--- config.mk ---
export PLATFORM = sky130hd
export DESIGN_NAME = daily_window_dimmer_with_ramps_top
export DESIGN_NICKNAME = d
export VERILOG_FILES = /design/src/rtl/core/dwd_pkg.sv /design/src/rtl/core/dwd_window.sv /design/src/rtl/core/dwd_setup.sv /design/src/rtl/core/dwd_div_cell.sv /design/src/rtl/core/dwd_out.sv /design/src/rtl/core/daily_window_dimmer_with_ramps_top.sv
export SDC_FILE = /design/constraint.sdc
export NUM_CORES = 2
export LEC_CHECK = 0
export BUFFER_PORTS_ARGS = -buffer_cell sky130_fd_sc_hd__buf_2
export CAP_MARGIN = 10
export CORE_MARGIN = 2
export CORE_UTILIZATION = 55
export CTS_CLUSTER_DIAMETER = 80
export CTS_CLUSTER_SIZE = 28
export DETAILED_ROUTE_END_ITERATION = 7
export PLACE_DENSITY = 0.81
export REMOVE_ABC_BUFFERS = 1
export SLEW_MARGIN = 20
export SYNTH_ARGS = -nofsm -noshare
export SYNTH_HDL_FRONTEND = slang
export SYNTH_SLANG_ARGS = --single-unit
--- constraint.sdc ---
create_clock -name clk_i -period 7.1 [get_ports clk_i]
set_clock_uncertainty 0.05 [all_clocks]
set_input_delay 1.42 -clock clk_i [delete_from_list [all_inputs] [get_ports clk_i]]
set_output_delay 1.42 -clock clk_i [all_outputs]
set_load 0.01 [all_outputs]
--- src/rtl/core/dwd_pkg.sv ---
// shared types, constants and config derivation for the daily window dimmer
`timescale 1ns / 1ps
package dwd_pkg;

  // time constants: day length in seconds, start and duration limits in minutes; percent limits
  localparam logic [16:0] DAY_SEC    = 17'd86400;
  localparam logic [10:0] START_MAX  = 11'd1439;
  localparam logic [10:0] DUR_MAX    = 11'd1440;
  localparam logic [6:0]  PCT_FULL   = 7'd100;
  localparam logic [6:0]  RAMP_FLOOR = 7'd25;

  // number of quotient bits, one divider cell each
  localparam int unsigned QUOT_BITS = 7;

  // reciprocal for seconds to minutes: floor(x / 60) = (x * MIN_RECIP) >> 24
  localparam logic [18:0] MIN_RECIP = 19'd279621;
  // reciprocal for percent to duty: floor(b * 255 / 100) = (b * PWM_RECIP) >> 16
  localparam logic [17:0] PWM_RECIP = 18'd167117;

  // register indexes on the config port
  typedef enum logic [2:0] {
    REG_START    = 3'd0,
    REG_DURATION = 3'd1,
    REG_SUNRISE  = 3'd2,
    REG_SUNSET   = 3'd3,
    REG_TARGET   = 3'd4,
    REG_TIMER    = 3'd5
  } reg_idx_e;

  // raw register file
  typedef struct packed {
    logic [10:0] start_min;
    logic [10:0] dur_min;
    logic [10:0] rise_min;
    logic [10:0] fall_min;
    logic [6:0]  tgt;
    logic        timer;
  } raw_cfg_t;

  // config in seconds, clamped and ready for the datapath
  typedef struct packed {
    logic [16:0] start_s;
    logic [16:0] dur_s;
    logic [17:0] end_s;
    logic        wrap;
    logic [16:0] wrap_end;
    logic [16:0] rise_s;
    logic [16:0] fall_s;
    logic [6:0]  tgt;
    logic        timer;
  } cfg_t;

  // window stage to setup stage
  typedef struct packed {
    logic        timer;
    logic        on;
    logic        ramp;
    logic [16:0] e;
    logic [16:0] s;
    logic [16:0] mins_sec;
    logic [6:0]  tgt;
  } win_t;

  // record carried along the divider chain
  typedef struct packed {
    logic        timer;
    logic        on;
    logic        ramp;
    logic        up;
    logic [6:0]  tgt;
    logic [11:0] mins;
    logic [22:0] rem;
    logic [22:0] dsh;
    logic [6:0]  q;
  } div_t;

  localparam raw_cfg_t CFG_RESET = '{
    start_min: 11'd480,
    dur_min:   11'd720,
    rise_min:  11'd60,
    fall_min:  11'd60,
    tgt:       7'd50,
    timer:     1'b0
  };

  // clamp the registers and convert minutes to seconds
  function automatic cfg_t cfg_derive(raw_cfg_t r);
    logic [10:0] sm;
    logic [10:0] dm;
    logic [17:0] rs;
    logic [17:0] fs;
    logic [17:0] sum;
    cfg_t        c;
    sm = (r.start_min > START_MAX) ? START_MAX : r.start_min;
    dm = (r.dur_min > DUR_MAX) ? DUR_MAX : r.dur_min;
    c.start_s  = 17'(({6'b0, sm} << 6) - ({6'b0, sm} << 2));
    c.dur_s    = 17'(({6'b0, dm} << 6) - ({6'b0, dm} << 2));
    c.end_s    = {1'b0, c.start_s} + {1'b0, c.dur_s};
    c.wrap     = c.end_s > {1'b0, DAY_SEC};
    c.wrap_end = 17'(c.end_s - {1'b0, DAY_SEC});
    rs  = ({7'b0, r.rise_min} << 6) - ({7'b0, r.rise_min} << 2);
    fs  = ({7'b0, r.fall_min} << 6) - ({7'b0, r.fall_min} << 2);
    sum = rs + fs;
    if (sum > {1'b0, c.dur_s}) begin
      c.rise_s = c.dur_s >> 1;
      c.fall_s = c.dur_s >> 1;
    end else begin
      c.rise_s = 17'(rs);
      c.fall_s = 17'(fs);
    end
    c.tgt   = (r.tgt > PCT_FULL) ? PCT_FULL : r.tgt;
    c.timer = r.timer;
    return c;
  endfunction

endpackage

--- src/rtl/core/dwd_window.sv ---
// window stage: on/off decision, elapsed and remaining time, ramp choice
`timescale 1ns / 1ps
module dwd_window (
  input  logic          clk_i,
  input  logic          rst_ni,
  input  logic          valid_i,
  output logic          ready_o,
  input  logic [16:0]   time_i,
  input  dwd_pkg::cfg_t cfg_i,
  output logic          valid_o,
  input  logic          ready_i,
  output dwd_pkg::win_t data_o
);

  logic          v_q;
  dwd_pkg::win_t data_q;
  dwd_pkg::win_t data_d;
  logic [16:0]   now;
  logic [17:0]   now18;
  logic          on;
  logic [16:0]   elapsed;
  logic [16:0]   remaining;
  logic [16:0]   mins_sec;

  // window test, both plain and wrapping past midnight
  always_comb begin
    now       = (time_i > dwd_pkg::DAY_SEC - 17'd1) ? dwd_pkg::DAY_SEC - 17'd1 : time_i;
    now18     = {1'b0, now};
    on        = 1'b0;
    elapsed   = '0;
    remaining = '0;
    mins_sec  = '0;
    if (!cfg_i.wrap) begin
      on        = (now >= cfg_i.start_s) && (now18 < cfg_i.end_s);
      elapsed   = now - cfg_i.start_s;
      remaining = 17'(cfg_i.end_s - now18);
      if (now < cfg_i.start_s) begin
        mins_sec = cfg_i.start_s - now;
      end else if (now18 < cfg_i.end_s) begin
        mins_sec = 17'(cfg_i.end_s - now18);
      end else begin
        mins_sec = 17'({1'b0, dwd_pkg::DAY_SEC} - now18 + {1'b0, cfg_i.start_s});
      end
    end else begin
      if (now >= cfg_i.start_s) begin
        on        = 1'b1;
        elapsed   = now - cfg_i.start_s;
        remaining = 17'({1'b0, dwd_pkg::DAY_SEC} - now18 + {1'b0, cfg_i.wrap_end});
        mins_sec  = 17'(cfg_i.end_s - now18);
      end else if (now < cfg_i.wrap_end) begin
        on        = 1'b1;
        elapsed   = dwd_pkg::DAY_SEC - cfg_i.start_s + now;
        remaining = cfg_i.wrap_end - now;
        mins_sec  = cfg_i.wrap_end - now;
      end else begin
        mins_sec  = cfg_i.start_s - now;
      end
    end
  end

  // ramp selection, sunrise first
  always_comb begin
    data_d.timer    = cfg_i.timer;
    data_d.on       = on & cfg_i.timer;
    data_d.mins_sec = mins_sec;
    data_d.tgt      = cfg_i.tgt;
    data_d.ramp     = 1'b0;
    data_d.e        = '0;
    data_d.s        = '0;
    if ((cfg_i.rise_s != 17'd0) && (elapsed < cfg_i.rise_s)) begin
      data_d.ramp = 1'b1;
      data_d.e    = elapsed;
      data_d.s    = cfg_i.rise_s;
    end else if ((cfg_i.fall_s != 17'd0) && (remaining < cfg_i.fall_s)) begin
      data_d.ramp = 1'b1;
      data_d.e    = remaining;
      data_d.s    = cfg_i.fall_s;
    end
  end

  // stage register
  assign ready_o = !v_q || ready_i;

  always_ff @(posedge clk_i or negedge rst_ni) begin
    if (!rst_ni) begin
      v_q <= 1'b0;
    end else if (ready_o) begin
      v_q <= valid_i;
    end
  end

  always_ff @(posedge clk_i) begin
    if (ready_o && valid_i) begin
      data_q <= data_d;
    end
  end

  assign valid_o = v_q;
  assign data_o  = data_q;

endmodule

--- src/rtl/core/dwd_setup.sv ---
// setup stage: ramp numerator, aligned divisor and minutes to change
`timescale 1ns / 1ps
module dwd_setup (
  input  logic          clk_i,
  input  logic          rst_ni,
  input  logic          valid_i,
  output logic          ready_o,
  input  dwd_pkg::win_t data_i,
  output logic          valid_o,
  input  logic          ready_i,
  output dwd_pkg::div_t data_o
);

  logic          v_q;
  dwd_pkg::div_t data_q;
  dwd_pkg::div_t data_d;
  logic          up;
  logic [6:0]    diff;
  logic [23:0]   num;
  logic [35:0]   mins_prod;

  // numerator |target - 25| * e and divisor s << (QUOT_BITS - 1)
  always_comb begin
    up        = data_i.tgt >= dwd_pkg::RAMP_FLOOR;
    diff      = up ? data_i.tgt - dwd_pkg::RAMP_FLOOR : dwd_pkg::RAMP_FLOOR - data_i.tgt;
    num       = 24'(diff) * 24'(data_i.e);
    mins_prod = 36'(data_i.mins_sec) * 36'(dwd_pkg::MIN_RECIP);
    data_d.timer = data_i.timer;
    data_d.on    = data_i.on;
    data_d.ramp  = data_i.ramp;
    data_d.up    = up;
    data_d.tgt   = data_i.tgt;
    data_d.mins  = mins_prod[35:24];
    data_d.rem   = data_i.ramp ? num[22:0] : 23'd0;
    data_d.dsh   = {data_i.s, 6'b0};
    data_d.q     = '0;
  end

  // stage register
  assign ready_o = !v_q || ready_i;

  always_ff @(posedge clk_i or negedge rst_ni) begin
    if (!rst_ni) begin
      v_q <= 1'b0;
    end else if (ready_o) begin
      v_q <= valid_i;
    end
  end

  always_ff @(posedge clk_i) begin
    if (ready_o && valid_i) begin
      data_q <= data_d;
    end
  end

  assign valid_o = v_q;
  assign data_o  = data_q;

endmodule

--- src/rtl/core/dwd_div_cell.sv ---
// divider cell: one restoring step, one quotient bit, divisor handed on shifted
`timescale 1ns / 1ps
module dwd_div_cell (
  input  logic          clk_i,
  input  logic          rst_ni,
  input  logic          valid_i,
  output logic          ready_o,
  input  dwd_pkg::div_t data_i,
  output logic          valid_o,
  input  logic          ready_i,
  output dwd_pkg::div_t data_o
);

  logic          v_q;
  dwd_pkg::div_t data_q;
  dwd_pkg::div_t data_d;
  logic          fits;

  // trial subtract of the aligned divisor
  always_comb begin
    fits       = data_i.rem >= data_i.dsh;
    data_d     = data_i;
    data_d.rem = fits ? data_i.rem - data_i.dsh : data_i.rem;
    data_d.q   = {data_i.q[5:0], fits};
    data_d.dsh = data_i.dsh >> 1;
  end

  // stage register
  assign ready_o = !v_q || ready_i;

  always_ff @(posedge clk_i or negedge rst_ni) begin
    if (!rst_ni) begin
      v_q <= 1'b0;
    end else if (ready_o) begin
      v_q <= valid_i;
    end
  end

  always_ff @(posedge clk_i) begin
    if (ready_o && valid_i) begin
      data_q <= data_d;
    end
  end

  assign valid_o = v_q;
  assign data_o  = data_q;

endmodule

--- src/rtl/core/dwd_out.sv ---
// output stage: brightness, pwm duty and result register
`timescale 1ns / 1ps
module dwd_out (
  input  logic               clk_i,
  input  logic               rst_ni,
  input  logic               valid_i,
  output logic               ready_o,
  input  dwd_pkg::div_t      data_i,
  output logic               valid_o,
  input  logic               ready_i,
  output logic [6:0]         brightness_o,
  output logic [7:0]         pwm_o,
  output logic               light_on_o,
  output logic signed [11:0] mins_o
);

  logic               v_q;
  logic [6:0]         bright_q;
  logic [7:0]         pwm_q;
  logic               light_q;
  logic [11:0]        mins_q;
  logic [6:0]         bright_d;
  logic [24:0]        pwm_prod;
  logic [11:0]        mins_d;

  // ramp value rounded down: add quotient going up, subtract ceiling going down
  always_comb begin
    if (!data_i.timer) begin
      bright_d = data_i.tgt;
    end else if (!data_i.on) begin
      bright_d = 7'd0;
    end else if (!data_i.ramp) begin
      bright_d = data_i.tgt;
    end else if (data_i.up) begin
      bright_d = dwd_pkg::RAMP_FLOOR + data_i.q;
    end else begin
      bright_d = dwd_pkg::RAMP_FLOOR - data_i.q - {6'b0, |data_i.rem};
    end
    pwm_prod = 25'(bright_d) * 25'(dwd_pkg::PWM_RECIP);
    mins_d   = data_i.timer ? data_i.mins : 12'hFFF;
  end

  // result register
  assign ready_o = !v_q || ready_i;

  always_ff @(posedge clk_i or negedge rst_ni) begin
    if (!rst_ni) begin
      v_q <= 1'b0;
    end else if (ready_o) begin
      v_q <= valid_i;
    end
  end

  always_ff @(posedge clk_i) begin
    if (ready_o && valid_i) begin
      bright_q <= bright_d;
      pwm_q    <= pwm_prod[23:16];
      light_q  <= data_i.on;
      mins_q   <= mins_d;
    end
  end

  assign valid_o      = v_q;
  assign brightness_o = bright_q;
  assign pwm_o        = pwm_q;
  assign light_on_o   = light_q;
  assign mins_o       = $signed(mins_q);

endmodule

--- src/rtl/core/daily_window_dimmer_with_ramps_top.sv ---
// top level of the daily window dimmer: config registers and the stage chain
// stages: window, setup, seven divider cells, result register
//   (the seven-cell divider chain sets the depth)
// throughput: one request per cycle while out_ready_i does not stall it
// config changes reach requests once written to raw_q and derived into cfg_q
// reset: asynchronous, clears all stage valids and loads the default config
`timescale 1ns / 1ps
module daily_window_dimmer_with_ramps_top (
  input  logic               clk_i,
  input  logic               rst_ni,
  input  logic               cfg_we_i,
  input  logic [2:0]         cfg_idx_i,
  input  logic [10:0]        cfg_wdata_i,
  input  logic               in_valid_i,
  output logic               in_ready_o,
  input  logic [16:0]        time_of_day_sec_i,
  output logic               out_valid_o,
  input  logic               out_ready_i,
  output logic [6:0]         brightness_percent_o,
  output logic [7:0]         pwm_duty_o,
  output logic               light_on_o,
  output logic signed [11:0] minutes_to_change_o
);

  localparam int unsigned NCells = dwd_pkg::QUOT_BITS;

  dwd_pkg::raw_cfg_t raw_q;
  dwd_pkg::cfg_t     cfg_q;
  dwd_pkg::win_t     win_data;
  logic              win_valid;
  logic              win_ready;
  dwd_pkg::div_t     cell_data  [0:NCells];
  logic              cell_valid [0:NCells];
  logic              cell_ready [0:NCells];

  // config register writes
  always_ff @(posedge clk_i or negedge rst_ni) begin
    if (!rst_ni) begin
      raw_q <= dwd_pkg::CFG_RESET;
    end else if (cfg_we_i) begin
      case (dwd_pkg::reg_idx_e'(cfg_idx_i))
        dwd_pkg::REG_START:    raw_q.start_min <= cfg_wdata_i;
        dwd_pkg::REG_DURATION: raw_q.dur_min   <= cfg_wdata_i;
        dwd_pkg::REG_SUNRISE:  raw_q.rise_min  <= cfg_wdata_i;
        dwd_pkg::REG_SUNSET:   raw_q.fall_min  <= cfg_wdata_i;
        dwd_pkg::REG_TARGET:   raw_q.tgt       <= cfg_wdata_i[6:0];
        dwd_pkg::REG_TIMER:    raw_q.timer     <= cfg_wdata_i[0];
        default: ;
      endcase
    end
  end

  // derived config in seconds
  always_ff @(posedge clk_i or negedge rst_ni) begin
    if (!rst_ni) begin
      cfg_q <= dwd_pkg::cfg_derive(dwd_pkg::CFG_RESET);
    end else begin
      cfg_q <= dwd_pkg::cfg_derive(raw_q);
    end
  end

  // window stage
  dwd_window u_window (
    .clk_i   (clk_i),
    .rst_ni  (rst_ni),
    .valid_i (in_valid_i),
    .ready_o (in_ready_o),
    .time_i  (time_of_day_sec_i),
    .cfg_i   (cfg_q),
    .valid_o (win_valid),
    .ready_i (win_ready),
    .data_o  (win_data)
  );

  // setup stage
  dwd_setup u_setup (
    .clk_i   (clk_i),
    .rst_ni  (rst_ni),
    .valid_i (win_valid),
    .ready_o (win_ready),
    .data_i  (win_data),
    .valid_o (cell_valid[0]),
    .ready_i (cell_ready[0]),
    .data_o  (cell_data[0])
  );

  // divider chain, one quotient bit per cell
  for (genvar k = 0; k < NCells; k++) begin : g_cell
    dwd_div_cell u_cell (
      .clk_i   (clk_i),
      .rst_ni  (rst_ni),
      .valid_i (cell_valid[k]),
      .ready_o (cell_ready[k]),
      .data_i  (cell_data[k]),
      .valid_o (cell_valid[k+1]),
      .ready_i (cell_ready[k+1]),
      .data_o  (cell_data[k+1])
    );
  end

  // result stage
  dwd_out u_out (
    .clk_i        (clk_i),
    .rst_ni       (rst_ni),
    .valid_i      (cell_valid[NCells]),
    .ready_o      (cell_ready[NCells]),
    .data_i       (cell_data[NCells]),
    .valid_o      (out_valid_o),
    .ready_i      (out_ready_i),
    .brightness_o (brightness_percent_o),
    .pwm_o        (pwm_duty_o),
    .light_on_o   (light_on_o),
    .mins_o       (minutes_to_change_o)
  );

endmodule

* Word level (Yosys, flattened, before mapping)
Cells that the tools add are included.
** Word-level totals
- Bits of input ports :: 36
- Register bits after elaboration :: 761
- Word-level logic and storage cells :: 238
- Output and inout bits :: 30
** Operators by class
- Muxes and demuxes :: 33
- Reduce and logical (&&, ||, !) cells :: 43
- Multipliers :: 3
- Add/sub/neg operators :: 28
- Equality and inequality tests :: 5
- Bitwise operators :: 1
- Order comparisons :: 20
** Operators by type and width (count)
- two-way mux 17 bit :: 12
- two-way mux 23 bit :: 7
- less-than comparator 17 bit :: 4
- two-way mux 34 bit :: 2
- subtractor 17 bit :: 4
- adder 17 bit :: 3
- two-way mux 7 bit :: 6
- multiplier 17 x 19 -> 36 bit, second input constant :: 1
- subtractor 17 x 13 -> 18 bit :: 2
- two-way mux 35 bit :: 1
- nonzero test 17 bit :: 2
- subtractor 17 x 13 -> 17 bit :: 2
- subtractor 17 bit, first input constant :: 2
- multiplier 7 x 18 -> 24 bit, second input constant :: 1
- greater-or-equal comparator 23 x 17 -> 1 bit :: 1
- greater-or-equal comparator 23 x 18 -> 1 bit :: 1
- greater-or-equal comparator 23 x 19 -> 1 bit :: 1
- greater-or-equal comparator 23 x 20 -> 1 bit :: 1
- greater-or-equal comparator 23 x 21 -> 1 bit :: 1
- greater-or-equal comparator 23 x 22 -> 1 bit :: 1
- greater-or-equal comparator 23 bit :: 1
- multiplier 7 x 17 -> 23 bit :: 1
- OR reduction 23 bit :: 1
- subtractor 23 x 17 -> 23 bit :: 1
- other kinds (32) :: 74

* Longest topological paths before layout
- Word-level depth :: 12
- Mapped depth :: 35

* By module
Synthesis repeated with hierarchy kept, for this count alone.
** Unflattened totals
- Cells, all modules :: 5499
- Area, all modules :: 59847.4 sq um
** By module, submodules not included
- dwd_div_cell :: sequential area each 2277.2 sq um, area each 3968.8 sq um, instances 7, cells each 302
- dwd_window :: sequential area each 1856.8 sq um, area each 10974.3 sq um, instances 1, cells each 1369
- dwd_setup :: sequential area each 1916.8 sq um, area each 9013.6 sq um, instances 1, cells each 855
- daily_window_dimmer_with_ramps_top :: sequential area each 3767.4 sq um, area each 8929.8 sq um, instances 1, cells each 851
- dwd_out :: sequential area each 865.8 sq um, area each 3148.0 sq um, instances 1, cells each 310

* Worst setup path before layout
OpenSTA, ideal clock, no wires.
- Kind :: input-to-reg
- Start :: input port time_of_day_sec_i[15]
- End :: register u_window.data_q, in the netlist u_window.data_o[56], data pin
- Data required time :: 6.794 ns
- Cell stages on the path :: 31
- Arrival :: 7.017 ns
- Setup time :: 0.256 ns
- Buffers on the path :: 5
- Path slack :: -0.223 ns
- Path through :: buf_6 -> or3_4 -> buf_6 -> nand2_2 -> nor2_1 -> clkbuf_1 -> nor2_1 -> ha_1 -> clkbuf_1 -> nand2_1 -> o41ai_1 -> a21oi_1 -> ha_1 -> a2111o_1 -> a311o_1 -> nand2_1 -> o31ai_1 -> o41ai_1 -> xnor2_1 -> nand3_1 -> and4_1 -> ha_1 -> nand3_1 -> nor2_1 -> nand2_1 -> nor3_1 -> nand3_1 -> o21bai_1 -> nor2_4 -> buf_2 -> a22o_1
** RTL lines
- from (decl) :: line daily_window_dimmer_with_ramps_top.sv:16 : input logic [16:0] time_of_day_sec_i,
- to (signal assigned) :: line dwd_window.sv:94 : data_q <= data_d;
- to (decl) :: line dwd_window.sv:16 : dwd_pkg::win_t data_q;

==> flow_summary.yaml <==
final_layout:
  area_delta_synth_final_pct: 10.7
  stdcell_count: 6220
  fin_util: 0.617
  finish.net_count: 5751
  layout-drive-gt1-share: 0.142
  fin_area_mm2: 0.0557
min_path:
  hold_class: "register to register"
  min_path_cells: 0
  hold_end: "cfg_q[0]"
  hp-start: "raw_q[0]"
logic_synthesis:
  yosysWarnings: 0
  yosys_register_bits: 739
  synth_ff_type: "edfxtp_1"
  syn_avg_cell_area_um2: 10.8
  synth_cells: 4666
  synth_edf_count: 596
  synth_xor_area_frac: 0.0543
  synth-adder-area-share: 0.195
  synth_top_family_by_area: "adder cells"
  synthMuxAreaShare: 0.0295
  yosys.area.top_type: "edfxtp_1"
  synth-compound-area-share: 0.126
  ys_top_cells_by_area: "edfxtp_1 36%, ha_1 14%, fa_1 5.6%"
  syn_area_mm2: 0.0503
  synth_simple_gate_area_frac: 0.121
  postSynth.asyncResetShare: 0.194
  synth_top_area_share: 0.356
  ys_seq_area_frac: 0.428
  synth_cell_types: 100
  yosysMostFrequentCell: "edfxtp_1"
  synthTopCellsByCount: "596 x edfxtp_1, 558 x ha_1, 512 x inv_1"
floorplanning:
  die_area_mm2: 0.0939
  initial_utilization: 0.557
  die_w_um: 306
  io_pins: 66
  num_rows: 110
  fp.dieH_um: 306
  coreArea_mm2: 0.0903
worst_setup_path:
  cp.required_ns: 7.51
  worstSetupStartpointType: "primary input"
  cp_max_fo: 9
  end_kind: "register"
  r2r_end: "u_setup.data_o[52]"
  r2r_cells: 24
  critPathBufInv: 4
  rrSetupSlack_ns: 0.34
  crit_arrival_ns: 7.29
  slowest_delay_ns: 0.56
  cpMaxStageDelayCell: "or4_1"
  r2r_start: "u_window.data_o[2]"
  cpLargestDelayFamily: "compound AO/OA/AOI/OAI gates"
  path_class: "primary input to register"
grt:
  gr-total-overflow: 0
  grt_usage: 0.261
  grt_pass1_vias: 36047
  grt_max_degree: 77
  grt_pass1_wl_um: 194000
  antenna_found_initial: 2
sta:
  min_period_over_period: 0.968
  layout_setup_ws_ns: 0.225
  slew_headroom: 0.265
  fin_crit_ns: 6.88
  tightest_slew_ns: 1.10
  setup_viol: 0
  final_hold_viol_count: 0
  max_freq_ghz: 0.145
  drv_slew: 0
clock_tree:
  cts_buffers: 38
  clock_latency_ns: 0.63
  cts_buffer_depth: 3
  root_buffer: "clkbuf_16"
  clock-sinks: 739
  holdBufCountCts: 0
  cts_tree: "yes"
  htree_levels: 2
  clk_pin_slew_worst_paths_ns: 0.09
place:
  placedCellCount: 6148
  pre_cts_slack_ns: -0.537
  place_area_mm2: 0.0543
  gp_congestion: 1.01
  place.port_buffers: 65
  dp_hpwl_um: 101000
flow_run:
  max-cap-violations: 0
route:
  drcViolationCount: 0
  drt_wl_total_um: 123000
  wl_per_cell_um: 19.7
  drtIter0Drc: 2925
  drt_first_pass_iters: 7
  dr_total_vias: 36310
  via_per_inst: 5.84
  postRouteAntennaNets: 0
run_status:
  outcome: "finished clean"
## sequential cells by signal (all words and copies together) (netlist names)
register               count
u_out.mins_o              12
u_out.pwm_o                8
u_out.brightness_o         7
u_out.light_on_o           1
g_cell.u_cell.data_o     446
cfg_q                     81
u_setup.valid_o            1
u_window.data_o           60
raw_q                     52
u_setup.data_o            62
g_cell.u_cell.valid_o      7
u_out.valid_o              1
u_window.valid_o           1
## what timing repair did
action / 4_1_cts / 5_1_grt
buffers inserted: 1 / 3
pin swaps: 1 / 4
endpoints found under the setup margin: 5 / 42
resized for setup: 2 / 27
hold endpoints to repair: 0 / 0
## through the flow
stage | hold WS, ns | setup TNS, ns
finish | 0.337 | 0
global route | 0.343 | -0.354
CTS | 0.337 | 0
detailed placement | 0.318 | -16.62
global placement | 0.308 | -12.94
floorplan | 0.299 | -30.20
## kinds of logic (layout without fill, tap and decap cells)
| kind of cell | after synthesis | count (layout) |
|---|---|---|
| AOI/OAI and AO/OA | 963 | 963 |
| and+or+nand+nor | 1224 | 1224 |
| buffers and inverters | 594 | 969 |
| adders and majority gates | 699 | 699 |
| xor gates and xnor gates | 312 | 312 |
| DFF | 739 | 739 |
| other | 0 | 3 |
| muxes | 135 | 135 |
## metal layers
layer  vias to the layer above  routed length, um  track usage
met5                         -                  0            0
met4                         0               5290       0.0993
met3                       263               7450       0.0366
met2                      1144              59600        0.456
met1                     17484              50500        0.329
li1                      17419                  -            -
## worst max path at each step
stage / from / to / slack (ns) / depth (start not counted)
after floorplan: time_of_day_sec_i[15] / u_window.data_o[26] / -0.95 / 23
after global placement: time_of_day_sec_i[8] / u_window.data_o[30] / -0.44 / 29
after detailed placement: time_of_day_sec_i[8] / u_window.data_o[29] / -0.54 / 33
after CTS: g_cell[6].u_cell.data_o[46] / u_out.pwm_o[6] / 0.04 / 32
after global routing: time_of_day_sec_i[8] / u_window.data_o[26] / -0.04 / 25
final: time_of_day_sec_i[8] / u_window.data_o[42] / 0.22 / 27
## cells in the final DEF (no fill, tap or decap), types with 32 or more instances in the layout
| cell | n |
|---|---|
| edfxtp_1 | 596 |
| dfstp_2 | 46 |
| nor4_1 | 38 |
| o21a_1 | 48 |
| nor2_1 | 284 |
| nor2b_1 | 55 |
| a21o_1 | 72 |
| ha_1 | 557 |
| clkbuf_16 | 39 |
| xnor2_1 | 205 |
| fa_1 | 141 |
| nand2b_1 | 69 |
| mux2_2 | 101 |
| nand3_1 | 77 |
| and2_1 | 73 |
| o21ai_0 | 194 |
| a211oi_1 | 36 |
| nor3_1 | 88 |
| buf_4 | 323 |
| nand2_1 | 330 |
| a21oi_1 | 257 |
| dfrtp_1 | 97 |
| a31oi_1 | 43 |
| buf_2 | 64 |
| xor2_1 | 107 |
| inv_1 | 512 |
| nand4_1 | 41 |
| or2_2 | 32 |
## area by class of cell
cell class	instances	area (um2)
fillers	7077	34600
inverters	512	1920
clock inverters	18	283
multi-input cells	3333	26700
well taps	1176	1470
clock buffers	47	1010
repair buffers	392	2840
diodes	3	7.51
flip-flops and latches	739	21500
## worst register-to-register path, stage by stage, from the launching register on
cell and delay (ns):
edfxtp_1 0.51, inv_1 0.10, ha_1 0.15, nor2b_2 0.18
a21oi_1 0.10, or3_1 0.34, o311ai_1 0.37, o21a_1 0.23
buf_12 0.15, nand2_1 0.09, fa_1 0.55, inv_1 0.05
fa_1 0.50, fa_1 0.53, fa_1 0.51, ha_1 0.34
o21a_1 0.13, o21a_1 0.20, o22ai_1 0.15, o22ai_2 0.17
o221ai_1 0.20, a211o_1 0.34, o311a_1 0.38, nand4_1 0.10
o311ai_1 0.11
Power is left out: the tool's default activity adds up to more than one toggle a clock period on the data nets, which glitch-free logic cannot reach.
